==> config.mk <==
export PLATFORM = sky130hd
export DESIGN_NAME = distance_vector_route_table_top
export DESIGN_NICKNAME = d
export VERILOG_FILES = /design/src/rtl/dvrt_pkg.sv /design/src/rtl/dvrt_cell.sv /design/src/rtl/distance_vector_route_table_top.sv
export SDC_FILE = /design/constraint.sdc
export NUM_CORES = 1
export LEC_CHECK = 0
export BUFFER_PORTS_ARGS = -buffer_cell sky130_fd_sc_hd__buf_2
export CAP_MARGIN = 20
export CORE_UTILIZATION = 30
export CTS_CLUSTER_SIZE = 24
export DETAILED_ROUTE_END_ITERATION = 10
export GPL_TIMING_DRIVEN = 0
export SYNTH_ARGS = -nofsm -noshare
export SYNTH_HDL_FRONTEND = slang
export SYNTH_SLANG_ARGS = --single-unit
==> constraint.sdc <==
create_clock -name i_clk -period 8 [get_ports i_clk]
set_input_delay 2.4 -clock i_clk [delete_from_list [all_inputs] [get_ports i_clk]]
set_output_delay 2.4 -clock i_clk [all_outputs]
set_load 0.005 [all_outputs]
==> src/rtl/dvrt_pkg.sv <==
// dvrt_pkg: shared constants and types for the distance-vector route table
// used by every rtl file of the block; no dependencies
`default_nettype none
package dvrt_pkg;
    localparam int TableDepth = 16;
    localparam int CntW = $clog2(TableDepth + 1);
    localparam logic [1:0] OP_UPDATE = 2'd0;
    localparam logic [1:0] OP_LOOKUP = 2'd1;
    localparam logic [1:0] OP_ADVERT = 2'd2;
    localparam logic [1:0] OP_POISON = 2'd3;
    localparam logic [7:0] COST_INF = 8'd16;
    localparam logic [7:0] END_MARK = 8'd255;

    // one table entry as it sits in a cell
    typedef struct packed {
        logic       vld;
        logic [7:0] dest;
        logic [7:0] cost;
        logic [7:0] hop;
    } t_entry;

    // command broadcast to all cells
    typedef struct packed {
        logic       shift;  // rotate row toward cell 0
        logic       wr;     // write entry at index
        logic       kill;   // remove entry at index, close gap
        logic [7:0] idx;
        t_entry     ent;
    } t_cmd;
endpackage
`default_nettype wire

==> src/rtl/dvrt_cell.sv <==
// dvrt_cell: one slot of the route row; holds an entry, matches and shifts
// depends on dvrt_pkg
`default_nettype none
module dvrt_cell import dvrt_pkg::*; (
    input  wire logic       i_clk,
    input  wire logic       i_rst_n,
    input  wire logic [7:0] i_my_idx,
    input  wire t_cmd       i_cmd,
    input  wire t_entry     i_next,   // neighbor above
    input  wire logic [7:0] i_key,
    output t_entry          o_ent,
    output logic            o_hit
);
    t_entry r_ent, n_ent;

    always_comb begin
        n_ent = r_ent;
        if (i_cmd.shift) begin
            n_ent = i_next;
        end else if (i_cmd.wr && i_cmd.idx == i_my_idx) begin
            n_ent = i_cmd.ent;
        end else if (i_cmd.kill && i_my_idx >= i_cmd.idx) begin
            n_ent = i_next;
            // top cell has nothing above it when closing a gap
            if (i_my_idx == 8'(TableDepth - 1)) begin
                n_ent.vld = 1'b0;
            end
        end
    end

    always_ff @(posedge i_clk) begin
        if (!i_rst_n) begin
            r_ent.vld <= 1'b0;
        end else begin
            r_ent.vld <= n_ent.vld;
        end
        r_ent.dest <= n_ent.dest;
        r_ent.cost <= n_ent.cost;
        r_ent.hop  <= n_ent.hop;
    end

    assign o_ent = r_ent;
    assign o_hit = r_ent.vld && r_ent.dest == i_key;
endmodule
`default_nettype wire

==> src/rtl/distance_vector_route_table_top.sv <==
// distance_vector_route_table_top: route table built as a row of dvrt_cell
// depends on dvrt_pkg and dvrt_cell
//
// input channel: one word per operation (op, neighbor, destination, cost)
// output channel: result words with last set on the final word of an operation
// update and lookup: match over all cells is combinational; the single result word
// is registered in S_MATCH after acceptance, and with a ready receiver the next
// operation is taken once the state has gone from S_DONE back to S_IDLE.
// advertise and poison: the row is rotated one cell per cycle toward cell 0,
// except while a pair is sent or waits on the receiver, for TableDepth visits;
// a visit that sends a pair passes through S_ROT and S_COST. header, pairs and
// a 255 trailer give 2*n + 2 words for n pairs. the next operation is taken
// only after the last word of the previous one has been accepted. a stalled
// receiver holds the output register and stops the rotation at the next entry
// to send. reset empties the row; entry payloads stay undefined.
`default_nettype none
module distance_vector_route_table_top import dvrt_pkg::*; (
    input  wire logic        i_clk,
    input  wire logic        i_rst_n,
    input  wire logic        i_valid,
    output logic             o_ready,
    input  wire logic [1:0]  i_op,
    input  wire logic [7:0]  i_neighbor_addr,
    input  wire logic [7:0]  i_dest_addr,
    input  wire logic [7:0]  i_adv_cost,
    output logic             o_valid,
    input  wire logic        i_ready,
    output logic [7:0]       o_out_byte,
    output logic [15:0]      o_lookup_word,
    output logic             o_changed,
    output logic             o_table_full,
    output logic             o_last
);
    localparam logic [2:0] S_IDLE = 3'd0, S_MATCH = 3'd1, S_HEAD = 3'd2,
                           S_ROT = 3'd3, S_COST = 3'd4, S_TAIL = 3'd5,
                           S_DONE = 3'd6;
    localparam int RotW = $clog2(TableDepth + 1);

    logic [2:0]      r_state, n_state;
    logic [1:0]      r_op;
    logic [7:0]      r_nb, r_dst, r_cst;
    logic [RotW-1:0] r_rot, n_rot;
    logic [CntW-1:0] r_cnt, n_cnt;
    logic            r_ov, n_ov;
    logic [7:0]      r_ob, n_ob;
    logic [15:0]     r_lw, n_lw;
    logic            r_ch, n_ch, r_tf, n_tf, r_la, n_la;
    t_cmd            cmd;

    t_entry          ents [TableDepth+1];
    logic [TableDepth-1:0] hits;

    assign ents[TableDepth] = '0;

    for (genvar g = 0; g < TableDepth; g++) begin : g_cell
        dvrt_cell u_cell (
            .i_clk, .i_rst_n,
            .i_my_idx(8'(g)),
            .i_cmd(cmd),
            .i_next(g == TableDepth - 1 ? ents[0] : ents[g+1]),
            .i_key(r_dst),
            .o_ent(ents[g]),
            .o_hit(hits[g])
        );
    end

    // first matching cell
    logic       any_hit;
    logic [7:0] hit_idx;
    t_entry     hit_ent;
    always_comb begin
        any_hit = 1'b0;
        hit_idx = '0;
        hit_ent = '0;
        for (int k = TableDepth - 1; k >= 0; k--) begin
            if (hits[k]) begin
                any_hit = 1'b1;
                hit_idx = 8'(k);
                hit_ent = ents[k];
            end
        end
    end

    logic [7:0] newc;
    logic       out_free, via;
    assign newc     = (r_cst == 8'hff) ? 8'hff : r_cst + 8'd1;
    assign out_free = !r_ov || i_ready;
    assign via      = ents[0].hop == r_nb;
    assign o_ready  = r_state == S_IDLE;

    always_comb begin
        n_state = r_state;
        n_rot = r_rot;
        n_cnt = r_cnt;
        n_ov = r_ov && !i_ready;
        n_ob = r_ob; n_lw = r_lw; n_ch = r_ch; n_tf = r_tf; n_la = r_la;
        cmd = '0;
        case (r_state)
            S_IDLE: if (i_valid) n_state = S_MATCH;
            S_MATCH: if (out_free) begin
                n_ov = 1'b1; n_ob = '0; n_lw = '0; n_ch = 1'b0; n_tf = 1'b0;
                n_la = 1'b1;
                n_state = S_DONE;
                case (r_op)
                    OP_UPDATE: if (r_dst != END_MARK) begin
                        if (any_hit) begin
                            if (r_cst == COST_INF && hit_ent.hop == r_nb) begin
                                cmd.kill = 1'b1;
                                cmd.idx = hit_idx;
                                n_cnt = r_cnt - CntW'(1);
                                n_ch = 1'b1;
                            end else if (newc < hit_ent.cost) begin
                                cmd.wr = 1'b1;
                                cmd.idx = hit_idx;
                                cmd.ent = '{vld: 1'b1, dest: r_dst, cost: newc, hop: r_nb};
                                n_ch = 1'b1;
                            end
                        end else if (r_cst != COST_INF) begin
                            if (r_cnt < CntW'(TableDepth)) begin
                                cmd.wr = 1'b1;
                                cmd.idx = 8'(r_cnt);
                                cmd.ent = '{vld: 1'b1, dest: r_dst, cost: newc, hop: r_nb};
                                n_cnt = r_cnt + CntW'(1);
                                n_ch = 1'b1;
                            end else begin
                                n_tf = 1'b1;
                            end
                        end
                    end
                    OP_LOOKUP: if (any_hit) n_lw = {hit_ent.dest, hit_ent.hop};
                    default: begin
                        n_ov = 1'b0;
                        n_state = S_HEAD;
                    end
                endcase
            end
            S_HEAD: if (out_free) begin
                n_ov = 1'b1; n_ob = (r_op == OP_POISON) ? END_MARK : r_nb;
                n_lw = '0; n_ch = 1'b0; n_tf = 1'b0; n_la = 1'b0;
                n_rot = '0;
                n_state = S_ROT;
            end
            S_ROT: if (r_rot == RotW'(TableDepth)) begin
                if (out_free) begin
                    n_ov = 1'b1; n_ob = END_MARK; n_la = 1'b1;
                    n_state = S_DONE;
                end
            end else if (ents[0].vld && ((r_op == OP_POISON) == via)) begin
                if (out_free) begin
                    n_ov = 1'b1; n_ob = ents[0].dest;
                    n_state = S_COST;
                end
            end else begin
                cmd.shift = 1'b1;
                n_rot = r_rot + RotW'(1);
            end
            S_COST: if (out_free) begin
                n_ov = 1'b1;
                n_ob = (r_op == OP_POISON) ? COST_INF : ents[0].cost;
                cmd.shift = 1'b1;
                n_rot = r_rot + RotW'(1);
                n_state = S_ROT;
            end
            S_DONE: if (out_free) n_state = S_IDLE;
            default: n_state = S_IDLE;
        endcase
    end

    always_ff @(posedge i_clk) begin
        if (!i_rst_n) begin
            r_state <= S_IDLE;
            r_cnt <= '0;
            r_ov <= 1'b0;
        end else begin
            r_state <= n_state;
            r_cnt <= n_cnt;
            r_ov <= n_ov;
        end
        if (i_valid && o_ready) begin
            r_op <= i_op; r_nb <= i_neighbor_addr;
            r_dst <= i_dest_addr; r_cst <= i_adv_cost;
        end
        r_rot <= n_rot;
        r_ob <= n_ob; r_lw <= n_lw; r_ch <= n_ch; r_tf <= n_tf; r_la <= n_la;
    end

    assign o_valid = r_ov;
    assign o_out_byte = r_ob;
    assign o_lookup_word = r_lw;
    assign o_changed = r_ch;
    assign o_table_full = r_tf;
    assign o_last = r_la;

`ifndef NO_ASSERTIONS
    a_cnt_max: assert property (@(posedge i_clk) disable iff (!i_rst_n)
        r_cnt <= CntW'(TableDepth)) else $error("route count overflow");
    a_full_nochg: assert property (@(posedge i_clk) disable iff (!i_rst_n)
        r_ov |-> !(r_ch && r_tf)) else $error("changed with table full");
    a_idle_empty: assert property (@(posedge i_clk) disable iff (!i_rst_n)
        r_state == S_IDLE |-> !r_ov) else $error("word pending while idle");
`endif
endmodule
`default_nettype wire

# After elaboration in Yosys (flattened, before gate mapping)
# Index checks and enable logic that the tools add are counted.
# totals
rom_bits	0
regBits	467
mem_count	0
output_inout_bits	29
ramBits	0
latch_bits	0
# op_classes
eq_ne	59
n_reduce_logical	88
div	0
shift	0
magnitude_cmp	18
bitwise_logic	0
n_mux	175
multipliers	0
addsub	4
# ops
op	count
$mux W25	49
$mux W24	16
$mux W8	26
$eq A8 B8 Y1	18
$mux W35	4
$mux W33	2
$eq A8 B4 Y1 const B	8
$ge A4 B8 Y1 const A	8
$mux W16	4
$mux W30	2
$reduce_bool A3 Y1	18
$logic_and A1 B1 Y1	52
$mux W1	45
$mux W5	8
$eq A8 B3 Y1 const B	4
$ge A3 B8 Y1 const A	4
$pmux W16 S2	1
$pmux W8 S4	1
$mux W3	9
$reduce_and A7 Y1	3
$eq A8 B2 Y1 const B	2
$ge A1 B8 Y1 const A	2
$ge A2 B8 Y1 const A	2
$ne A2 B2 Y1 const B	8
34 further kinds	48

# Longest topological paths before layout
# depth
word_depth	31
mapped_depth	32

# By module
# A second synthesis with hierarchy kept.
# hier_totals
cells_unflattened	2566
hier_area_um2	29837.4
# by_module_without_submodules
mod	area_each_um2	n_inst	cells_per_inst
dvrt_cell	1416.4	16	102
distance_vector_route_table_top	7175.6	1	934

# Worst setup path after synthesis
# Ideal clock, no wire load.
# synth_timing
kind	register -> register
from	register r_dst[0]
to	register g_cell[14].u_cell.r_ent (netlist bit g_cell[14].u_cell.o_ent[0]) (enable)
slack_ns	1.073
n_path_buf	3
period_less_slack_ns	6.927
path_stages_with_launch	26
required_ns	7.562
t_arrival_ns	6.489
path_cell_list	edfxtp_1 > buf_6 > xnor2_1 > nand4_1 > nor3_1 > clkbuf_1 > clkbuf_1 > a221oi_1 > o311ai_0 > o211ai_1 > a31oi_1 > nand2_1 > a31oi_1 > a21oi_1 > nor3_1 > nor2_1 > ha_1 > o21ai_0 > a21oi_1 > nand4_1 > a221oi_1 > nand2b_1 > a22o_1 > a211oi_2 > nor4_1 > o21ai_0
# synth_between
elab_chain_cells	29
# synth_lines
element	line	source
start: declaration	distance_vector_route_table_top.sv:41	logic [7:0] r_nb, r_dst, r_cst;
start signal: assignment	distance_vector_route_table_top.sv:181	r_dst <= i_dest_addr; r_cst <= i_adv_cost;
$eq A8 B8 Y1	dvrt_cell.sv:43	assign o_hit = r_ent.vld && r_ent.dest == i_key;
$logic_and A1 B1 Y1	dvrt_cell.sv:43	
$mux W24 (16 in series)	distance_vector_route_table_top.sv:76	if (hits[k]) begin
$lt A8 B8 Y1 or $eq A8 B8 Y1 (tied branches)	distance_vector_route_table_top.sv:112, distance_vector_route_table_top.sv:107	
$mux W33 or $logic_and A1 B1 Y1 (tied branches)	distance_vector_route_table_top.sv:112, distance_vector_route_table_top.sv:107	
$mux W8	distance_vector_route_table_top.sv:107	if (r_cst == COST_INF && hit_ent.hop == r_nb) begin
$mux W33	distance_vector_route_table_top.sv:106	if (any_hit) begin
$mux W35 *	distance_vector_route_table_top.sv:105	OP_UPDATE: if (r_dst != END_MARK) begin
$mux W35 *	distance_vector_route_table_top.sv:104	case (r_op)
$mux W35 *	distance_vector_route_table_top.sv:100	S_MATCH: if (out_free) begin
$mux W35 *	distance_vector_route_table_top.sv:98	case (r_state)
$ge A4 B8 Y1 or $eq A8 B4 Y1 (tied branches)	dvrt_cell.sv:22, dvrt_cell.sv:20	
$logic_and A1 B1 Y1, on equally long branches	dvrt_cell.sv:22, dvrt_cell.sv:20	
$reduce_bool A3 Y1 (no source line) *	n/a	
end: declaration	dvrt_cell.sv:14	t_entry r_ent, n_ent;
# Every way passes the cells marked *; elsewhere a longest branch is shown, timed or not.
# A chain may end at the register's enable or synchronous reset.

# Final worst setup path
# layout_timing
from	register r_dst[4]
to	register g_cell[13].u_cell.r_ent (netlist bit g_cell[13].u_cell.o_ent[9]) (enable)
# layout_between
elab_chain_cells	29
# layout_lines
element	line
$eq A8 B8 Y1	dvrt_cell.sv:43
$logic_and A1 B1 Y1	dvrt_cell.sv:43
$mux W24 (16 in series)	distance_vector_route_table_top.sv:76
$lt A8 B8 Y1 or $eq A8 B8 Y1 (tied branches)	distance_vector_route_table_top.sv:112, distance_vector_route_table_top.sv:107
$mux W33 or $logic_and A1 B1 Y1 (tied branches)	distance_vector_route_table_top.sv:112, distance_vector_route_table_top.sv:107
$mux W8	distance_vector_route_table_top.sv:107
$mux W33	distance_vector_route_table_top.sv:106
$mux W35 *	distance_vector_route_table_top.sv:105
$mux W35 *	distance_vector_route_table_top.sv:104
$mux W35 *	distance_vector_route_table_top.sv:100
$mux W35 *	distance_vector_route_table_top.sv:98
$ge A4 B8 Y1 or $eq A8 B4 Y1 (tied branches)	dvrt_cell.sv:22, dvrt_cell.sv:20
$logic_and A1 B1 Y1, on equally long branches	dvrt_cell.sv:22, dvrt_cell.sv:20
$reduce_bool A3 Y1 (no source line) *	n/a
end: declaration	dvrt_cell.sv:14
# Marks and branches as above.

==> flow_results.org <==
** Clock tree
- Post-CTS Hold Fix Bufs :: 0
- TritonCTS built the clock tree.
- The H-tree was split into 2 levels.
- Number of sinks on the clock net :: 467
- In this run the clock root is driven by a sky130_fd_sc_hd__clkbuf_16.
- Clock-pin slew on the worst setup and hold paths :: around 60 ps
- Clock tree synthesis inserted a total of 54 buffers.
- Clock tree buffer depth :: 3
- Clock latency on the worst-skew pair, taken at its later pin, is 650 ps.

** Routing
- Wire segments on met2 add up to 44100 um in the final route.
- First-iteration detailed-routing DRC count :: about 2600
- Via-per-instance ratio :: about 5.5
- Top layer reached by signal wires :: met4
- The final route contains between 20000 and 25000 vias.
- Avg WL per Cell :: around 26 um
- Met3 routed WL :: 8310 um
- Routed length on met1 :: roughly 43000 um
- The detail route stage leaves a number of antenna-violating nets equal to 0.
- The first detailed-routing pass took 6 iterations.
- After detailed routing, the number of remaining DRC violations is 0.
- Total wire length :: 98300 um

** Place
- Routability-driven placement finished with a final weighted congestion of 1.00.
- During placement, the flow inserted port buffers numbering 57.
- Placement-stage worst setup slack :: -1440 ps
- Half-perimeter wire length after placement :: 79600 um
- Placed cells :: 3673

** Pwr
- In this run the power density over the cells is between 300 and 400 nW/um^2.
- The analysis attributes to cell leakage a power of ~11 nW.
- NetSw :: 0.00339 W
- Peak ir drop on the vdd network :: 179 uV
- Of the total power, combinational logic draws 27.1%.
- Sw frac :: a little over a third
- Of the total power, the clock network draws 26.3%.
- The internal power of the cells totals 0.00630 W.
- Flop pwr share :: 46.6%

** Min path
- Counting instances, the worst hold path has a depth of 2.
- In this run the most critical hold path is launched from r_cnt[4].
- In this run the worst hold path is classified as register to register.
- For hold timing, the worst endpoint is r_cnt[4].

** Floorplan
- The die covers 91800 um^2.
- Number of core rows :: 110
- Core footprint :: 89900 um^2
- Die width :: approximately 300 um
- Chip Height :: 303 um
- Effective utilization at floorplan :: 30.2%
- During I/O placement, the number of pins put on the boundary was 59.

** Synthesis
- Number of enable-type register cells in the synthesized netlist :: 442
- After synthesis, the mean cell area works out to roughly 11 um^2.
- Number of warnings issued by yosys :: 0
- The cell count after synthesis came out at 2422.
- Syn Nets :: 2467
- Synth cell types :: 92
- Register area share after synthesis :: 50.7%
- The synthesized design contains between 400 and 500 register bits.
- In the synthesized netlist the async set-or-reset flop fraction comes to 0%.
- Summed instance area of the synthesized netlist :: 27200 um^2
- Ys flop type :: sky130_fd_sc_hd__edfxtp_1

** Layout
- After the flow finishes, the layout carries non-filler instances totaling 3794.
- Total Nets Final :: 2618
- The post-route netlist has a little under a quarter of its cells at a drive strength greater than 1.
- Layout-stage area growth over the synthesis result :: 15.4%

** Critical path
- For the worst flop-to-flop path, the logic depth is 27.
- CP Data Arrival Time :: roughly 8000 ps
- Worst Path Required :: 8360 ps
- The startpoint identified for the worst register-to-register timing path is r_dst[4].
- The critical path starts at r_dst[4].
- The setup path with the least slack is of type register to register.
- The endpoint identified for the worst register-to-register timing path is g_cell[13].u_cell.o_ent[9].
- STA classifies the critical path endpoint as a register.
- The worst setup path is launched from a register.
- Register-to-register setup slack :: 180 ps
- Worst-path fanout max :: 12

** Run
- Max-cap violation count :: 0

** STA
- Hold Violations, Final :: 0
- Static timing analysis puts the maximum clock frequency at 128 MHz.
- Setup violations remaining at the end of the flow were counted as 0.
- Counting I/O delays and the setup requirement, the final critical path takes 7820 ps.
- On the final layout, the worst clock skew is 35.6 ps.
- The number of pins exceeding their max-slew limit in the final report came to 0.
- Final cycle utilization of the critical path :: a little over nine tenths
- Post-route worst setup slack :: roughly 180 ps
- Tightest slew margin relative to the limit :: between 10% and 20%
- Worst Max-Slew Pin Slew :: 1190 ps

** Run status
- Result of the run :: finished clean

** GRT
- The number of global-route vias before repair came to around 20000.
- Global route total overflow :: 0
- Pin count of the biggest net entering global routing :: 25
- Overall global routing resource usage :: 21.1%
- The initial antenna violation count is 6.
- The first global-routing pass estimated 140000 um of wire.
## layer usage
layer	GRT usage, %	vias to the layer above
met2	33.1	1023
met1	29.4	10200
li1	-	9537
met3	3.45	146
met5	0	-
met4	7.01	0
## power by group through the flow
stage                     sequential (W)  combinational (W)  clock [W]
after floorplan                  0.00423            0.00167          0
after global placement           0.00453            0.00242          0
after detailed placement         0.00454            0.00253          0
after CTS                        0.00448            0.00259    0.00258
after global routing             0.00459            0.00282    0.00266
final                            0.00451            0.00263    0.00255
## kinds of logic (layout without fill, tap and decap cells)
kind of cell,Yosys count,after routing,synth area share (%)
buf+inv,221,415,3.71
fa+ha+maj,15,15,0.718
mux,338,338,14.1
simple gates,722,723,13.2
other cells,0,1,0
compound gates,511,511,12.8
xor+xnor,148,148,4.80
flops,467,467,50.7
## flip-flops by register name, summed over array words and instances (netlist names), 2 cells and up
signal,flops
r_dst,8
g_cell.u_cell.o_ent,400
o_out_byte,8
r_op,2
r_nb,8
r_rot,5
r_cnt,5
o_lookup_word,16
r_state,3
r_cst,8
## placed cells by master (no fill, tap or decap), types with 23 or more instances in the layout
cell / count
sky130_fd_sc_hd__nor2_1: 158
sky130_fd_sc_hd__and3_1: 23
sky130_fd_sc_hd__o21ai_0: 124
sky130_fd_sc_hd__nor3_1: 49
sky130_fd_sc_hd__clkbuf_1: 104
sky130_fd_sc_hd__buf_2: 94
sky130_fd_sc_hd__nand3_1: 56
sky130_fd_sc_hd__nor4_1: 30
sky130_fd_sc_hd__clkbuf_16: 54
sky130_fd_sc_hd__xnor2_1: 124
sky130_fd_sc_hd__buf_4: 34
sky130_fd_sc_hd__a21oi_1: 102
sky130_fd_sc_hd__a221oi_1: 25
sky130_fd_sc_hd__o211ai_1: 52
sky130_fd_sc_hd__and2_1: 35
sky130_fd_sc_hd__nand4_1: 40
sky130_fd_sc_hd__mux2_2: 274
sky130_fd_sc_hd__a211oi_1: 33
sky130_fd_sc_hd__dfxtp_1: 25
sky130_fd_sc_hd__inv_1: 36
sky130_fd_sc_hd__edfxtp_1: 442
sky130_fd_sc_hd__nand2_1: 209
sky130_fd_sc_hd__mux2i_1: 29
## what timing repair did
item / in CTS / in global routing
endpoints found under the setup margin: 771 / 734
resized for setup: 37 / 38
setup buffers: 7 / 13
cloned: 0 / 1
pin swaps: 2 / 6
## worst max-delay path: stages, from the launching register on
cell                       delay [ps]
sky130_fd_sc_hd__edfxtp_1         360
sky130_fd_sc_hd__buf_4            200
sky130_fd_sc_hd__buf_6            180
sky130_fd_sc_hd__xnor2_1          270
sky130_fd_sc_hd__nand4_1          490
sky130_fd_sc_hd__nor3_1           730
sky130_fd_sc_hd__buf_2            320
sky130_fd_sc_hd__clkbuf_1         460
sky130_fd_sc_hd__a221oi_1         190
sky130_fd_sc_hd__o311ai_0         430
sky130_fd_sc_hd__o21ai_0          180
sky130_fd_sc_hd__o31ai_1          100
sky130_fd_sc_hd__a21oi_1           70
sky130_fd_sc_hd__ha_1             290
sky130_fd_sc_hd__o21ai_0           70
sky130_fd_sc_hd__a21oi_1          250
sky130_fd_sc_hd__nand4_1          160
sky130_fd_sc_hd__a221oi_1         330
sky130_fd_sc_hd__nand2b_1          90
sky130_fd_sc_hd__a22o_1           320
sky130_fd_sc_hd__or2_2            310
sky130_fd_sc_hd__nand2_1          130
sky130_fd_sc_hd__a41oi_4           90
sky130_fd_sc_hd__and2_1           310
sky130_fd_sc_hd__and3_1           250
sky130_fd_sc_hd__buf_2            200
sky130_fd_sc_hd__buf_2            240
sky130_fd_sc_hd__or2_2            480
## how the worst max path moves through the flow
| stage | to | slack [ps] | depth (start not counted) |
|---|---|---|---|
| after floorplan | g_cell[14].u_cell.o_ent[0] | 1070 | 25 |
| after global placement | g_cell[14].u_cell.o_ent[22] | -2260 | 29 |
| after detailed placement | g_cell[0].u_cell.o_ent[20] | -1440 | 28 |
| after CTS | g_cell[6].u_cell.o_ent[0] | 5 | 29 |
| after global routing | g_cell[13].u_cell.o_ent[9] | -60 | 30 |
| final | g_cell[13].u_cell.o_ent[9] | 180 | 27 |
## through the flow
stage	util (%)	hold slack [ps]	power [W]	TNS (ps)	instance area [um^2]
2_1_floorplan	-	492	0.00590	0	27200
4_1_cts	34.7	546	0.00965	0	31100
5_1_grt	34.9	568	0.0101	-609	31400
6_report	34.9	552	0.00969	0	31400
3_5_place_dp	32.5	532	0.00707	-525340	29200
3_3_place_gp	32.2	518	0.00695	-564120	28900
## synth_stat cells, drive strengths merged (23+ instances only)
library cell | n | area [um^2]
xnor2 | 127 | 1120
inv | 36 | 135
nand3 | 59 | 295
clkbuf | 116 | 435
a221oi | 26 | 234
nand4 | 41 | 263
nor3 | 57 | 305
mux2 | 309 | 3550
a211oi | 34 | 260
edfxtp | 442 | 13300
nor2 | 160 | 603
nand2 | 221 | 830
buf | 67 | 429
dfxtp | 25 | 500
and2 | 39 | 244
a21oi | 104 | 528
o21ai | 130 | 651
nor4 | 34 | 249
o211ai | 52 | 390
and3 | 23 | 144
mux2i | 29 | 290
## final cells by class
type,instances,area [um^2]
Fill cell,8947,58500
Buffer,180,885
Multi-Input combinational cell,1735,12600
Clock inverter,38,393
Inverter,38,143
Clock buffer,62,1400
Antenna cell,1,2.50
Timing Repair Buffer,97,678
Tap cell,1176,1470
Sequential cell,467,13800
Note: power is estimated with default switching activity, not from simulation.
